### src/lgrs_pkg.sv
// ----------------------------------------------------------------------------
// lgrs_pkg: shared types and constants for the life row step engine
// Item layouts on both queue sides, the job passed from front to back,
// and default sizes.
// ----------------------------------------------------------------------------
package lgrs_pkg;

    localparam int ROW_WIDTH            = 32;
    localparam int GRID_COLUMNS_DEFAULT = 32;
    localparam int JOB_DEPTH_DEFAULT    = 2;

    // Neighbour count that gives a birth, and the extra count that lets a
    // live cell survive.
    localparam logic [3:0] BIRTH_COUNT   = 4'd3;
    localparam logic [3:0] SURVIVE_COUNT = 4'd2;

    typedef struct packed {
        logic [ROW_WIDTH-1:0] row_cells;
        logic                 last_row;
    } t_in_item;

    typedef struct packed {
        logic [ROW_WIDTH-1:0] next_row;
        logic                 frame_done;
    } t_out_item;

    // What the back end must do with one job.
    typedef enum logic [1:0] {
        JOB_MID  = 2'd0,  // one result, frame continues
        JOB_SOLO = 2'd1,  // single-row board: one result that ends the frame
        JOB_TAIL = 2'd2   // bottom row: middle row result, then bottom row result
    } t_job_kind;

    typedef struct packed {
        logic [ROW_WIDTH-1:0] up;
        logic [ROW_WIDTH-1:0] mid;
        logic [ROW_WIDTH-1:0] down;
        t_job_kind            kind;
    } t_job;

endpackage

### src/life_generation_row_step.sv
// ----------------------------------------------------------------------------
// life_generation_row_step: one Game of Life generation, one row at a time
// Row-streaming B3/S23 engine on a bounded board with dead borders.
// ----------------------------------------------------------------------------
// Push the current board one row per item, top row first, with last_row set
// on the bottom row. Every row after the first releases the next generation
// of the row above it; the bottom row also releases its own next generation,
// flagged by frame_done, and the engine then starts a fresh board. A single
// row with last_row set is a one-row board and gives one result. Rows are
// taken at one per cycle while full is low; the back end produces one
// result per cycle while its output register is free or being popped, so a
// multi-row board's bottom row occupies the evaluator for both of its
// results. Each row's job is registered in the job queue and its result
// then in the output register, and a two-entry job queue between intake and
// evaluator lets the input keep flowing while a result waits on the output
// register. Columns at or above GRID_COLUMNS are treated as dead and read back as zero.
// ----------------------------------------------------------------------------
module life_generation_row_step #(
    parameter int GRID_COLUMNS = lgrs_pkg::GRID_COLUMNS_DEFAULT,
    parameter int JOB_DEPTH    = lgrs_pkg::JOB_DEPTH_DEFAULT
) (
    input  logic                i_clk,
    input  logic                i_rst_n,
    input  lgrs_pkg::t_in_item  i_row_item,
    input  logic                push,
    output logic                full,
    output lgrs_pkg::t_out_item o_result,
    output logic                empty,
    input  logic                pop
);
    import lgrs_pkg::*;

    logic in_accept;
    logic job_push, job_full, job_pop, job_empty;
    t_job job_in, job_out;

    // Accept a row only when the queue has room for the job it may create.
    assign full      = job_full;
    assign in_accept = push && !job_full;

    lgrs_front u_front (
        .i_clk      (i_clk),
        .i_rst_n    (i_rst_n),
        .i_item     (i_row_item),
        .i_accept   (in_accept),
        .o_job_push (job_push),
        .o_job      (job_in)
    );

    lgrs_job_queue #(
        .DEPTH (JOB_DEPTH)
    ) u_queue (
        .i_clk   (i_clk),
        .i_rst_n (i_rst_n),
        .i_push  (job_push),
        .i_job   (job_in),
        .o_full  (job_full),
        .i_pop   (job_pop),
        .o_empty (job_empty),
        .o_job   (job_out)
    );

    // Advance results through the evaluator into the output register.
    lgrs_back #(
        .GRID_COLUMNS (GRID_COLUMNS)
    ) u_back (
        .i_clk       (i_clk),
        .i_rst_n     (i_rst_n),
        .i_job_empty (job_empty),
        .i_job       (job_out),
        .o_job_pop   (job_pop),
        .i_pop       (pop),
        .o_empty     (empty),
        .o_item      (o_result)
    );

endmodule

### src/lgrs_front.sv
// ----------------------------------------------------------------------------
// lgrs_front: row intake
// Holds the two most recent rows of the frame and turns each accepted row
// into a job for the back end.
// ----------------------------------------------------------------------------
module lgrs_front (
    input  logic              i_clk,
    input  logic              i_rst_n,
    input  lgrs_pkg::t_in_item i_item,
    input  logic              i_accept,
    output logic              o_job_push,
    output lgrs_pkg::t_job    o_job
);
    import lgrs_pkg::*;

    logic [ROW_WIDTH-1:0] r_row_above, n_row_above;
    logic [ROW_WIDTH-1:0] r_row_middle, n_row_middle;
    logic                 r_have_row, n_have_row;

    always_comb begin
        n_row_above  = r_row_above;
        n_row_middle = r_row_middle;
        n_have_row   = r_have_row;
        o_job_push   = 1'b0;
        o_job.up     = r_row_above;
        o_job.mid    = r_row_middle;
        o_job.down   = i_item.row_cells;
        o_job.kind   = i_item.last_row ? JOB_TAIL : JOB_MID;
        if (i_accept) begin
            if (!r_have_row) begin
                // first row of a frame
                o_job.up   = '0;
                o_job.mid  = i_item.row_cells;
                o_job.down = '0;
                o_job.kind = JOB_SOLO;
                o_job_push = i_item.last_row;
                if (!i_item.last_row) begin
                    n_row_above  = '0;
                    n_row_middle = i_item.row_cells;
                    n_have_row   = 1'b1;
                end
            end else begin
                o_job_push = 1'b1;
                if (i_item.last_row) begin
                    // end of frame: drop all rows
                    n_row_above  = '0;
                    n_row_middle = '0;
                    n_have_row   = 1'b0;
                end else begin
                    n_row_above  = r_row_middle;
                    n_row_middle = i_item.row_cells;
                end
            end
        end
    end

    always_ff @(posedge i_clk) begin
        if (!i_rst_n) begin
            r_row_above  <= '0;
            r_row_middle <= '0;
            r_have_row   <= 1'b0;
        end else begin
            r_row_above  <= n_row_above;
            r_row_middle <= n_row_middle;
            r_have_row   <= n_have_row;
        end
    end

endmodule

### src/lgrs_job_queue.sv
// ----------------------------------------------------------------------------
// lgrs_job_queue: job queue between front and back
// Small register FIFO; lets intake and evaluation stall independently.
// ----------------------------------------------------------------------------
module lgrs_job_queue #(
    parameter int DEPTH = lgrs_pkg::JOB_DEPTH_DEFAULT
) (
    input  logic           i_clk,
    input  logic           i_rst_n,
    input  logic           i_push,
    input  lgrs_pkg::t_job i_job,
    output logic           o_full,
    input  logic           i_pop,
    output logic           o_empty,
    output lgrs_pkg::t_job o_job
);
    import lgrs_pkg::*;

    localparam int PTR_W = (DEPTH > 1) ? $clog2(DEPTH) : 1;
    localparam int CNT_W = $clog2(DEPTH + 1);
    localparam logic [PTR_W-1:0] LAST_SLOT = PTR_W'(DEPTH - 1);
    localparam logic [CNT_W-1:0] FULL_CNT  = CNT_W'(DEPTH);

    t_job             r_slot [DEPTH];
    logic [PTR_W-1:0] r_wr_ptr, n_wr_ptr;
    logic [PTR_W-1:0] r_rd_ptr, n_rd_ptr;
    logic [CNT_W-1:0] r_count, n_count;
    logic             do_push, do_pop;

    assign o_full  = (r_count == FULL_CNT);
    assign o_empty = (r_count == '0);
    assign o_job   = r_slot[r_rd_ptr];
    assign do_push = i_push && !o_full;
    assign do_pop  = i_pop && !o_empty;

    always_comb begin
        n_wr_ptr = r_wr_ptr;
        n_rd_ptr = r_rd_ptr;
        n_count  = r_count;
        if (do_push) begin
            n_wr_ptr = (r_wr_ptr == LAST_SLOT) ? '0 : r_wr_ptr + 1'b1;
        end
        if (do_pop) begin
            n_rd_ptr = (r_rd_ptr == LAST_SLOT) ? '0 : r_rd_ptr + 1'b1;
        end
        if (do_push && !do_pop) begin
            n_count = r_count + 1'b1;
        end else if (do_pop && !do_push) begin
            n_count = r_count - 1'b1;
        end
    end

    always_ff @(posedge i_clk) begin
        if (do_push) begin
            r_slot[r_wr_ptr] <= i_job;
        end
    end

    always_ff @(posedge i_clk) begin
        if (!i_rst_n) begin
            r_wr_ptr <= '0;
            r_rd_ptr <= '0;
            r_count  <= '0;
        end else begin
            r_wr_ptr <= n_wr_ptr;
            r_rd_ptr <= n_rd_ptr;
            r_count  <= n_count;
        end
    end

endmodule

### src/lgrs_back.sv
// ----------------------------------------------------------------------------
// lgrs_back: generation evaluator
// Applies the B3/S23 rule to one row per cycle while the output register
// is free or being taken, and holds each result there until it is taken.
// ----------------------------------------------------------------------------
module lgrs_back #(
    parameter int GRID_COLUMNS = lgrs_pkg::GRID_COLUMNS_DEFAULT
) (
    input  logic                i_clk,
    input  logic                i_rst_n,
    input  logic                i_job_empty,
    input  lgrs_pkg::t_job      i_job,
    output logic                o_job_pop,
    input  logic                i_pop,
    output logic                o_empty,
    output lgrs_pkg::t_out_item o_item
);
    import lgrs_pkg::*;

    localparam logic [ROW_WIDTH-1:0] COL_MASK = (GRID_COLUMNS >= ROW_WIDTH) ? '1 :
        ROW_WIDTH'((64'd1 << GRID_COLUMNS) - 64'd1);

    logic                 r_out_valid, n_out_valid;
    t_out_item            r_out, n_out;
    logic                 r_phase, n_phase;
    logic                 can_load, work;
    logic                 second;
    logic [ROW_WIDTH-1:0] op_up, op_mid, op_down, evolved;
    logic [ROW_WIDTH+1:0] pad_up, pad_mid, pad_down;
    logic [3:0]           count;

    assign can_load = !r_out_valid || i_pop;
    assign work     = !i_job_empty && can_load;
    assign second   = (i_job.kind == JOB_TAIL) && r_phase;

    // Bottom row of a tail job is evaluated with a dead row below.
    always_comb begin
        if (second) begin
            op_up   = i_job.mid;
            op_mid  = i_job.down;
            op_down = '0;
        end else begin
            op_up   = i_job.up;
            op_mid  = i_job.mid;
            op_down = i_job.down;
        end
        pad_up   = {1'b0, op_up & COL_MASK, 1'b0};
        pad_mid  = {1'b0, op_mid & COL_MASK, 1'b0};
        pad_down = {1'b0, op_down & COL_MASK, 1'b0};
    end

    always_comb begin
        evolved = '0;
        count   = '0;
        for (int k = 0; k < ROW_WIDTH; k++) begin
            count = 4'(pad_up[k]) + 4'(pad_up[k+1]) + 4'(pad_up[k+2])
                  + 4'(pad_mid[k]) + 4'(pad_mid[k+2])
                  + 4'(pad_down[k]) + 4'(pad_down[k+1]) + 4'(pad_down[k+2]);
            evolved[k] = (count == BIRTH_COUNT) ||
                         (pad_mid[k+1] && (count == SURVIVE_COUNT));
        end
        evolved = evolved & COL_MASK;
    end

    always_comb begin
        n_out_valid = r_out_valid && !i_pop;
        n_out       = r_out;
        n_phase     = r_phase;
        o_job_pop   = 1'b0;
        if (work) begin
            n_out_valid      = 1'b1;
            n_out.next_row   = evolved;
            n_out.frame_done = (i_job.kind == JOB_SOLO) || second;
            if ((i_job.kind == JOB_TAIL) && !r_phase) begin
                n_phase = 1'b1;
            end else begin
                n_phase   = 1'b0;
                o_job_pop = 1'b1;
            end
        end
    end

    assign o_empty = !r_out_valid;
    assign o_item  = r_out;

    always_ff @(posedge i_clk) begin
        r_out <= n_out;
    end

    always_ff @(posedge i_clk) begin
        if (!i_rst_n) begin
            r_out_valid <= 1'b0;
            r_phase     <= 1'b0;
        end else begin
            r_out_valid <= n_out_valid;
            r_phase     <= n_phase;
        end
    end

endmodule
### config.mk
export PLATFORM = sky130hd
export DESIGN_NAME = life_generation_row_step
export DESIGN_NICKNAME = d
export VERILOG_FILES = /design/src/lgrs_pkg.sv /design/src/life_generation_row_step.sv /design/src/lgrs_front.sv /design/src/lgrs_job_queue.sv /design/src/lgrs_back.sv
export SDC_FILE = /design/constraint.sdc
export NUM_CORES = 1
export LEC_CHECK = 0
export ABC_AREA = 1
export BUFFER_PORTS_ARGS = -buffer_cell sky130_fd_sc_hd__buf_2
export CORE_MARGIN = 2
export CORE_UTILIZATION = 60
export CTS_CLUSTER_DIAMETER = 80
export CTS_CLUSTER_SIZE = 8
export DETAILED_ROUTE_END_ITERATION = 8
export GPL_TIMING_DRIVEN = 0
export PLACE_DENSITY_LB_ADDON = 0.2
export SYNTH_ARGS = -nofsm -noshare
export SYNTH_HDL_FRONTEND = slang
export SYNTH_HIERARCHICAL = 1
export SYNTH_SLANG_ARGS = --single-unit
### constraint.sdc
create_clock -name i_clk -period 14.63 [get_ports i_clk]
set_input_delay 2.1945 -clock i_clk [delete_from_list [all_inputs] [get_ports i_clk]]
set_output_delay 2.1945 -clock i_clk [all_outputs]
set_load 0.03 [all_outputs]
# Word level (Yosys, flattened, before mapping)
# Memory sizes are Yosys's and may differ from the RTL's. A register that Yosys moved wholly into a read port is not among the register bits.
# Cells that the tools add are included.
[totals] register_bits=104 ramBits=196 inputBits=37 out_inout_bits=35 wordCells=412 mem_count=1
[classes] n_addsub=221 eq_ne=68 muxes=27 reduce_logical=85
[memory_table] name="u_queue.r_slot" words=2 word_bits=98 read_ports=1 rd_clocked_by_memory_dff=1 write_ports=1 line_no="lgrs_job_queue.sv:24" rtl="t_job r_slot [DEPTH];"
[ops] operator="4-bit by 1-bit adder with 4-bit output" count=186
[ops] operator="32-bit two-way mux" count=9
[ops] operator="4-bit by 2-bit equality test with 1-bit output (second input constant)" count=64
[ops] operator="98-bit two-way mux" count=2
[ops] operator="1-bit by 1-bit adder with 2-bit output" count=31
[ops] operator="1-bit logical AND" count=41
[ops] operator="1-bit logical OR" count=34
[ops] operator="1-bit two-way mux" count=13
[ops] operator="1-bit zero test" count=7
[ops] operator="2-bit two-way mux" count=3
[ops] operator="2-bit equality test (second input constant)" count=2
[ops] operator="1-bit adder (second input constant)" count=2
[ops] operator="2-bit by 1-bit adder with 2-bit output (second input constant)" count=1
[ops] operator="2-bit by 1-bit equality test with 1-bit output (second input constant)" count=1
[ops] operator="2-bit zero test" count=1
[ops] operator="2-bit by 1-bit != test with 1-bit output (second input constant)" count=1
[ops] operator="2-bit AND reduction" count=1
[ops] operator="2-bit nonzero test" count=1
[ops] operator="2-bit by 1-bit subtractor with 2-bit output (second input constant)" count=1

# Longest topological paths before layout
# Gate-level depths: netlist of the first run.
[logic_depth] ltp_word=13 depth_mapped=26

# Cells and area by module
# Netlist of the first run, hierarchy kept.
[modules_own_cells] module="lgrs_back" instances=1 cells_per_inst=1253 area_each_um2=8803.4 seq_area_each_um2=1031.0
[modules_own_cells] module="lgrs_job_queue" instances=1 cells_per_inst=343 area_each_um2=7385.8 seq_area_each_um2=5985.7
[modules_own_cells] module="lgrs_front" instances=1 cells_per_inst=510 area_each_um2=3449.6 seq_area_each_um2=1301.2
[modules_own_cells] module="life_generation_row_step" instances=1 cells_per_inst=2 area_each_um2=10.0 seq_area_each_um2=0.0

# Worst setup path before layout of the first run
# OpenSTA, ideal clock, no wires.
[synth_timing] path_kind="input-to-reg" startpoint="in push" endpoint="mem u_queue/r_slot[0][0] (netlist name) (enable)" setup_time_ns=0.556 arrival_ns=7.047 path_slack_ns=7.027 cell_stages=9 path_buffers=3 path_cell_list="inv_1 nor2_2 buf_6 nand2_2 buf_6 buf_6 nand2_1 o21ai_0 nor2_1"
[synth_via] elab_chain_cells=5
[synth_rtl] element="from (decl)" line_no="life_generation_row_step.sv:25" rtl="input logic push,"
[synth_rtl] element="1-bit logical AND" line_no="life_generation_row_step.sv:39" rtl="assign in_accept = push && !job_full;"
[synth_rtl] element="via in_accept" line_no="life_generation_row_step.sv:33" rtl="logic in_accept;"
[synth_rtl] element="1-bit two-way mux" line_no="lgrs_front.sv:29" rtl="if (i_accept) begin"
[synth_rtl] element="via job_push" line_no="life_generation_row_step.sv:34" rtl="logic job_push, job_full, job_pop, job_empty;"
[synth_rtl] element="1-bit logical AND" line_no="lgrs_job_queue.sv:33" rtl="assign do_push = i_push && !o_full;"
[synth_rtl] element="1-bit two-way mux" line_no="lgrs_job_queue.sv:54" rtl="if (do_push) begin"
[synth_rtl] element="1-bit two-way mux (implied by the code)" line_no="lgrs_job_queue.sv:55" rtl="r_slot[r_wr_ptr] <= i_job;"
[synth_rtl] element="to (decl)" line_no="lgrs_job_queue.sv:24"
# The timed path passes the listed nets, and every way through them passes these cells.

==> results of run 1 <==
## cell families after synthesis
logic type	share of synthesized area
and+or+nand+nor	0.181
muxes	0.0600
AOI/OAI and AO/OA	0.0626
adders and majority gates	0.158
DFF	0.423
buffers and inverters	0.107
xor gates and xnor gates	0.00847
## routing by layer
| layer | routed length, microns | vias to the layer above | share of wire |
|---|---|---|---|
| li1 | - | 7135 | - |
| met1 | 20500 | 7114 | 0.41 |
| met2 | 24000 | 678 | 0.47 |
| met3 | 4890 | 92 | 0.097 |
| met4 | 1220 | 0 | 0.024 |
| met5 | 0 | - | 0 |
## how the worst min path moves through the flow
stage                                              start                                   end  slack [ps]  depth (start not counted)
global route        u_front/r_row_above[25]$_SDFFE_PN0P_  u_front/r_row_above[25]$_SDFFE_PN0P_         500                          2
CTS                  u_front/r_row_above[4]$_SDFFE_PN0P_   u_front/r_row_above[4]$_SDFFE_PN0P_         480                          2
floorplan            u_front/r_row_above[0]$_SDFFE_PN0P_   u_front/r_row_above[0]$_SDFFE_PN0P_         460                          2
detailed placement  u_front/r_row_above[25]$_SDFFE_PN0P_  u_front/r_row_above[25]$_SDFFE_PN0P_         470                          2
finish               u_front/r_row_above[4]$_SDFFE_PN0P_   u_front/r_row_above[4]$_SDFFE_PN0P_         480                          2
global placement    u_front/r_row_above[28]$_SDFFE_PN0P_  u_front/r_row_above[28]$_SDFFE_PN0P_         470                          2
## synthesized netlist by cell type (all sizes together)
library cell / n / area [sq um]
fa: 96 / 1920
buf: 78 / 579
nand3b: 26 / 195
mux2: 98 / 1180
o21ai: 86 / 502
o21a: 29 / 218
nor2: 195 / 742
nand2: 378 / 1430
dfxtp: 72 / 1440
nand3: 121 / 618
edfxtp: 229 / 6880
clkbuf: 14 / 53.8
a21oi: 72 / 360
and2: 3 / 18.8
nand4: 86 / 538
a21o: 2 / 15.0
nor3: 1 / 5.00
o21bai: 17 / 128
xnor2: 19 / 166
a21boi: 1 / 7.51
inv: 390 / 1460
ha: 95 / 1190
## worst max-delay path: cells and delay by family, from the launching register on
kind | cells | cell delay (ps)
adders and majority gates | 4 | 2030
buffers and inverters | 7 | 1400
and+or+nand+nor | 6 | 780
muxes | 1 | 400
DFF | 1 | 320
AOI/OAI and AO/OA | 2 | 190
## area by class of cell
type                       count  area [sq um]  area share
buffer                        92           633      0.0288
clock buffer                  79          1250      0.0570
inverter                     390          1460      0.0666
multi-input combinational   1325          9260       0.421
sequential                   301          8320       0.378
tap                          442           553      0.0252
timing repair buffer          78           495      0.0225
## registers in the layout, summed over array words and instances, names as in the netlist, named ones only
register	count
u_queue/r_slot	196
u_queue/r_wr_ptr	1
u_back/r_out_valid	1
u_front/r_row_above	32
u_queue/r_rd_ptr	1
u_front/r_row_middle	32
u_queue/r_count	2
u_back/o_item	33
u_back/r_phase	1
u_front/r_have_row	1
## stage by stage
stage | cells | hold WS (ps) | util | setup WS, ps
after global routing | 2707 | 501 | 0.679 | 9070
after global placement | 2621 | 465 | 0.635 | 4290
final | 2707 | 476 | 0.679 | 9250
after CTS | 2707 | 478 | 0.679 | 9330
after floorplan | 2108 | 457 | - | 7030
after detailed placement | 2628 | 472 | 0.640 | 9380
==> impl_metrics.ini, run 1 <==
[die]
die-area_sq_um = 34200
start_util = 0.607
die_y_microns = 185
fp.coreArea_sq_um = 32400
dieWidth_microns = 185
rows = 66
io_pins = 72

[clock_network]
root_buffer = clkbuf_16
cts_buffers = 43
cts.path.max_buffers = 3
cts.repair.resized = 0
clkLatencyLatePin_ps = 530
cts.sinks = 301
path_clk_slew_ps = 60
cts_tree = done
htree_num_levels = 2
ctsHoldBuffers = 0
post_cts_buffers = 0

[synth]
seq_area_frac_synth = 0.423
avgSynthCellArea_sq_um = 9.32
synth_area_sq_um = 19600
postSynthCellCount = 2108
synth_nets = 2336
ys_warn_count = 6
ys_ff_latch = 301
synth.distinct_cells = 34

[sta]
min_period_ps = 5380
rsz0062_at_grt = false
finalHoldViolCount = 0
tightest_slew_ps = 796
max-slew-margin-rel = 0.464
finalSetupViolCount = 0
fin_tns_setup_ps = 0
finalClockSkew_ps = 12.7
fmax_ghz = 0.186
slew_violations = 0
fin_crit_sh = 0.368

[placement]
dpl.hpwl_microns = 37100
gp_congestion = 0.940
io_buffers = 71
dpl-instance-area_sq_um = 20700

[finish]
n_antenna_cell = 0
final_layout_size_suffix_gt1_frac = 0.148
final_cell_area_sq_um = 22000
final_common_cell = inv_1
fillers = 2545
nets = 2459
areaGrowthSynthToFinish_pct = 11.9
final_cell_mix = 383 x inv_1, 375 x nand2_1, 229 x edfxtp_1, 191 x nor2_1, 120 x nand3_1

[route]
wl_per_cell_microns = 18.7
postRouteAntennaNets = 0
drtIter0Drc = 1577
via_per_inst = 5.55
route.detailed.drc = 0
wl_microns = 50600
drtPass1Iterations = 8
vias = 15000

[grt]
gr-usage-met2 = 0.507
antenna_found_initial = 1
grt.total_usage = 0.304
busiest_layer = met2
grtUsageMet1 = 0.403
overflow = 0
first_global_vias = 15000
grt_start_max_net_pins = 31
globalRouteMet3Util = 0.0613
grt_pass1_wl_microns = 79500

[setup_path]
slowest_delay_ps = 550
critPathKind = flip-flop to flip-flop
worstPathRequired_ps = 14930
reg2reg_to = u_back/o_item[8]$_DFFE_PP_
path_cells = buf_6, buf_2, mux2_2, inv_2, nand3_4, inv_2, buf_6, buf_4, nand2_1, o21ai_2, fa_1, fa_1, fa_1, inv_1, nor2_1, fa_1, o21ai_0, nor2_1, nand2_1, nor2_1
end_kind = flip-flop
crit_path_start_kind = flip-flop
worstSetupEndpoint = u_back/o_item[8]$_DFFE_PP_
slowest_stage = fa_1
timing.critical_path.mode_cell = fa_1
crit_fanout = 10
reg2regPathDepth = 20
r2r_slack_ps = 9250
cp.arrival_ps = 5670

[hold_path]
min_path_type = flip-flop to flip-flop

[status]
status = completed

[run]
max_cap_violations = 0
Power of run 1 is not shown: default switching activity piles up to over one toggle a cycle in this logic, so the estimate is an artifact.
==> inputs of run 2 (changes only) <==
CORE_UTILIZATION = 57   (was 60)
clock period = 4.4 ns   (was 14.63 ns; I/O delays follow)
==> impl_metrics.ini, run 2 (same netlist as run 1, synthesis figures left out) <==
[status]
status = finished with violations
violations = setup timing

[finish]
stdcell_count = 2774
top_register = u_queue/r_slot
areaGrowthSynthToFinish_pct = 18.2
final_layout_size_suffix_gt1_frac = 0.221
final_cell_mix = 359 x inv_1, 331 x nand2_1, 229 x edfxtp_1, 164 x nor2_1, 120 x nand3_1
fillers = 2559
final_util = 0.689
n_antenna_cell = 0
nets = 2521
final_common_cell = inv_1
largest_register_ff_count = 196
final-seq-area_sq_um = 8320
multi_input_area_sq_um = 9680

[grt]
grt_pass1_wl_microns = 81700
first_global_vias = 15600
grt_start_max_net_pins = 32
antenna_found_initial = 1
overflow = 0
grt.total_usage = 0.293

[route]
drtPass1Iterations = 5
postRouteAntennaNets = 0
via_per_inst = 5.62
wl_met3_microns = 5030
wl_met2_microns = 25500
wl_met1_microns = 21600
wl_per_cell_microns = 19.4
route.detailed.drc = 0
wl_microns = 53700
top_layer = met5
drtIter0Drc = 1491
vias = 15600

[clock_network]
clkLatencyLatePin_ps = 530
cts_buffers = 43
ctsHoldBuffers = 0
path_clk_slew_ps = 50
root_buffer = clkbuf_16
htree_num_levels = 2
cts.sinks = 301
cts_tree = done
cts.path.max_buffers = 3

[sta]
finalHoldViolCount = 0
finalSetupViolCount = 1
max-slew-margin-rel = 0.347
min_period_ps = 4450
layout_setup_ws_ps = -54.2
tightest_slew_ps = 977
fmax_ghz = 0.225
fin_crit_sh = 1.01
rsz0062_at_grt = true
fin_tns_setup_ps = -54.2
slew_violations = 0
finalClockSkew_ps = 16.2

[run]
max_cap_violations = 0

[die]
io_pins = 72
fp.coreArea_sq_um = 33700
dieWidth_microns = 190
die_y_microns = 190
start_util = 0.583
die-area_sq_um = 36000
rows = 67

[placement]
io_buffers = 71
dp_cells = 2634
gp_congestion = 0.915
dpl.hpwl_microns = 37400
post-place-ws_ps = -739

[setup_path]
path_cells = buf_12, mux2_4, clkinv_8, buf_8, buf_12, nand4_1, nand2_4, buf_6, nand2_4, nand2_2, inv_2, ha_4, inv_4, fa_1, inv_2, fa_1, inv_2, nor2_4, fa_2, o21a_1, nand2_1, nor2_2
end_kind = flip-flop
timing.critical_path.mode_cell = inv_2
crit_fanout = 7
crit_path_start_kind = flip-flop
critPathKind = flip-flop to flip-flop
reg2regPathDepth = 22
cp.arrival_ps = 4830
r2r_slack_ps = -50
slowest_delay_ps = 560
worstPathRequired_ps = 4770
slowest_stage = fa_2
reg2reg_to = u_back/o_item[6]$_DFFE_PP_

[hold_path]
hold_end = u_front/r_row_middle[6]$_SDFFE_PN0P_
min-delay-start = i_row_item[7]
min_path_type = primary input to flip-flop
hold_path_depth = 3
-- run 2: worst max path at each step --
stage | slack (ps) | endpoint
final | -50 | u_back/o_item[6]$_DFFE_PP_
after global routing | -120 | u_back/o_item[5]$_DFFE_PP_
after CTS | 2 | u_back/o_item[25]$_DFFE_PP_
after detailed placement | -740 | u_back/o_item[2]$_DFFE_PP_
after global placement | -1950 | u_queue/r_slot[1][58]$_DFFE_PP_
after floorplan | -60 | u_queue/r_slot[0][0]$_DFFE_PP_
-- run 2: what timing repair did --
item	CTS	global route
setup buffers	15	42
gates cloned	1	5
endpoints found under the setup margin	30	30
pin swaps	16	67
gates resized for setup	106	113
-- run 2: final cells by class --
class | count | area share
Timing Repair Buffer | 140 | 0.0472
Tap cell | 448 | 0.0241
Clock buffer | 77 | 0.0536
Clock inverter | 1 | 0.000215
Sequential cell | 301 | 0.358
Buffer | 91 | 0.0359
Inverter | 390 | 0.0638
Multi-Input combinational cell | 1326 | 0.417
-- run 2: through the flow --
step | area, sq um | hold WS (ps)
6_report | 23200 | 388
2_1_floorplan | 19700 | 457
3_3_place_gp | 20600 | 465
5_1_grt | 23200 | 398
4_1_cts | 22500 | 375
3_5_place_dp | 20700 | 470
-- run 2: metal layers --
metal  track usage  vias to the layer above
li1              -                     7256
met1         0.390                     7480
met5             0                        -
met3        0.0467                      122
met2         0.496                      725
met4        0.0912                        2
-- run 2: worst max-delay path: cells and delay by family, from the launching register on --
family	cells	cell delay (ps)
buffers and inverters	9	810
flip-flops	1	380
adder cells (fa/ha/maj)	4	1870
multiplexers	1	340
AO/OA/AOI/OAI	1	110
AND/OR/NAND/NOR	7	780
Power of run 2 is left out for the same reason.
==> inputs of run 3 (changes only) <==
ABC_AREA = 0   (was 1)
CORE_MARGIN = default   (was 2)
==> impl_metrics.ini, run 3 <==
[synth]
postSynthCellCount = 1611
synth_top_area_frac = 0.363
synth-main-ff-cell = edfxtp_1
synth_area_sq_um = 18900
synth_top_area_cell = edfxtp_1
yosysMostFrequentCell = edfxtp_1
async_reset_ff_frac = 0
synth_area_leaders = edfxtp_1 36%, fa_1 10%, dfxtp_1 7.6%
avgSynthCellArea_sq_um = 11.7
synth-edff-count = 229
seq_area_frac_synth = 0.439
ys_ff_latch = 301
synth_common_cells = 229 x edfxtp_1, 193 x nand2_1, 147 x inv_1
synth_nets = 1839
ys_warn_count = 6
synth.distinct_cells = 60

[die]
rows = 66
start_util = 0.580
die-area_sq_um = 33900
dieWidth_microns = 184
io_pins = 72
fp.coreArea_sq_um = 32600
die_y_microns = 184

[setup_path]
path_buf_inv = 4
crit_fanout = 7
slowest_stage = fa_1
crit_path_start_kind = flip-flop
cp.arrival_ps = 4890
end_kind = flip-flop
critPathKind = flip-flop to flip-flop
crit_family = adder cells
path_cells = buf_12, mux2_4, and3b_1, buf_6, buf_12, mux2i_4, inv_2, fa_1, fa_1, fa_1, nor2b_4, fa_2, o21ai_2, o311ai_2, a311oi_2
timing.critical_path.mode_cell = fa_1
slowest_delay_ps = 550
worstPathRequired_ps = 4720

[route]
route.detailed.drc = 0
via_per_inst = 5.87
drtIter0Drc = 985
drtPass1Iterations = 7
wl_microns = 49500
postRouteAntennaNets = 0
wl_per_cell_microns = 21.5
vias = 13500

[clock_network]
clkLatencyLatePin_ps = 550
ctsHoldBuffers = 0
path_clk_slew_ps = 50
cts.sinks = 301
cts_buffers = 43
cts.path.max_buffers = 3
htree_num_levels = 2
root_buffer = clkbuf_16
cts_tree = done

[finish]
final_common_cell = edfxtp_1
areaGrowthSynthToFinish_pct = 20.8
largest_register_ff_count = 196
final_cell_mix = 229 x edfxtp_1, 177 x nand2_1, 131 x inv_1, 104 x buf_2, 89 x ha_1
final_layout_size_suffix_gt1_frac = 0.312
n_antenna_cell = 0
fillers = 2243
top_register = u_queue/r_slot
nets = 2055
final_util = 0.701

[sta]
fin_crit_sh = 1.04
tightest_slew_ps = 984
finalClockSkew_ps = 24.3
slew_violations = 0
fmax_ghz = 0.219
finalSetupViolCount = 9
min_period_ps = 4570
layout_setup_ws_ps = -172
rsz0062_at_grt = true
max-slew-margin-rel = 0.342
finalHoldViolCount = 0
fin_tns_setup_ps = -528

[grt]
grt_start_max_net_pins = 55
antenna_found_initial = 2
first_global_vias = 13500
grt.total_usage = 0.291
overflow = 0
grt_pass1_wl_microns = 74600

[placement]
gp_congestion = 0.878
dpl.hpwl_microns = 33800
io_buffers = 71

[run]
max_cap_violations = 0

[status]
violations = setup timing
status = finished with violations

[hold_path]
min_path_type = primary input to flip-flop
## run 3: path summary, 6_finish.rpt
kind	from	endpoint	slack (ps)	cells past startpoint
worst max-delay path	flip-flop	u_back/o_item[8]$_DFFE_PP_	-170	15
worst min-delay path	i_row_item[11]	u_front/r_row_middle[10]$_SDFFE_PN0P_	370	3
worst max register to register	flip-flop	u_back/o_item[8]$_DFFE_PP_	-170	15
worst min register to register	u_front/r_row_above[5]$_SDFFE_PN0P_	u_front/r_row_above[5]$_SDFFE_PN0P_	470	2
## run 3: worst reg2reg max path, cell delays in order, from the launching register on
cell	delay, ps
dfxtp_4	360
buf_12	130
mux2_4	300
and3b_1	220
buf_6	170
buf_12	160
mux2i_4	300
inv_2	60
fa_1	460
fa_1	550
fa_1	450
nor2b_4	160
fa_2	400
o21ai_2	160
o311ai_2	120
a311oi_2	370
## run 3: cell families (layout without fill, tap and decap cells)
kind of cell | count (synthesis) | count (layout) | share of synthesized area
adder cells (fa/ha/maj) | 191 | 191 | 0.164
flip-flops | 301 | 301 | 0.439
multiplexers | 174 | 174 | 0.118
buffers and inverters | 230 | 479 | 0.0567
AO/OA/AOI/OAI | 190 | 190 | 0.0676
AND/OR/NAND/NOR | 466 | 466 | 0.127
XOR/XNOR | 59 | 59 | 0.0273
## run 3: what timing repair did
action	CTS	global route
resized for setup	106	128
pin swaps	33	57
setup endpoints to repair	30	30
buffers inserted	58	36
cloned	0	1
## run 3: layout make-up
type,count,area (sq um),area share
inverter,149,559,0.0245
multi-input combinational,1080,10100,0.443
clock inverter,3,52.6,0.00230
timing repair buffer,174,1390,0.0609
clock buffer,75,1210,0.0527
buffer,78,661,0.0289
sequential,301,8320,0.364
tap,442,553,0.0242
## run 3: metal layers
layer	global-route usage	routed length [microns]
met5	0	0
met4	0.0987	1640
met3	0.0435	3540
met2	0.475	23300
met1	0.398	21000
## run 3: stage by stage
stage	hold slack (ps)	area [sq um]	setup WS [ps]	std cells
floorplan	431	19000	4.66	1611
global placement	452	19900	-1050	2124
detailed placement	455	20100	-1100	2132
CTS	353	22200	-151	2267
global route	404	22900	-281	2302
finish	374	22900	-172	2302
Power of run 3 is left out for the same reason.
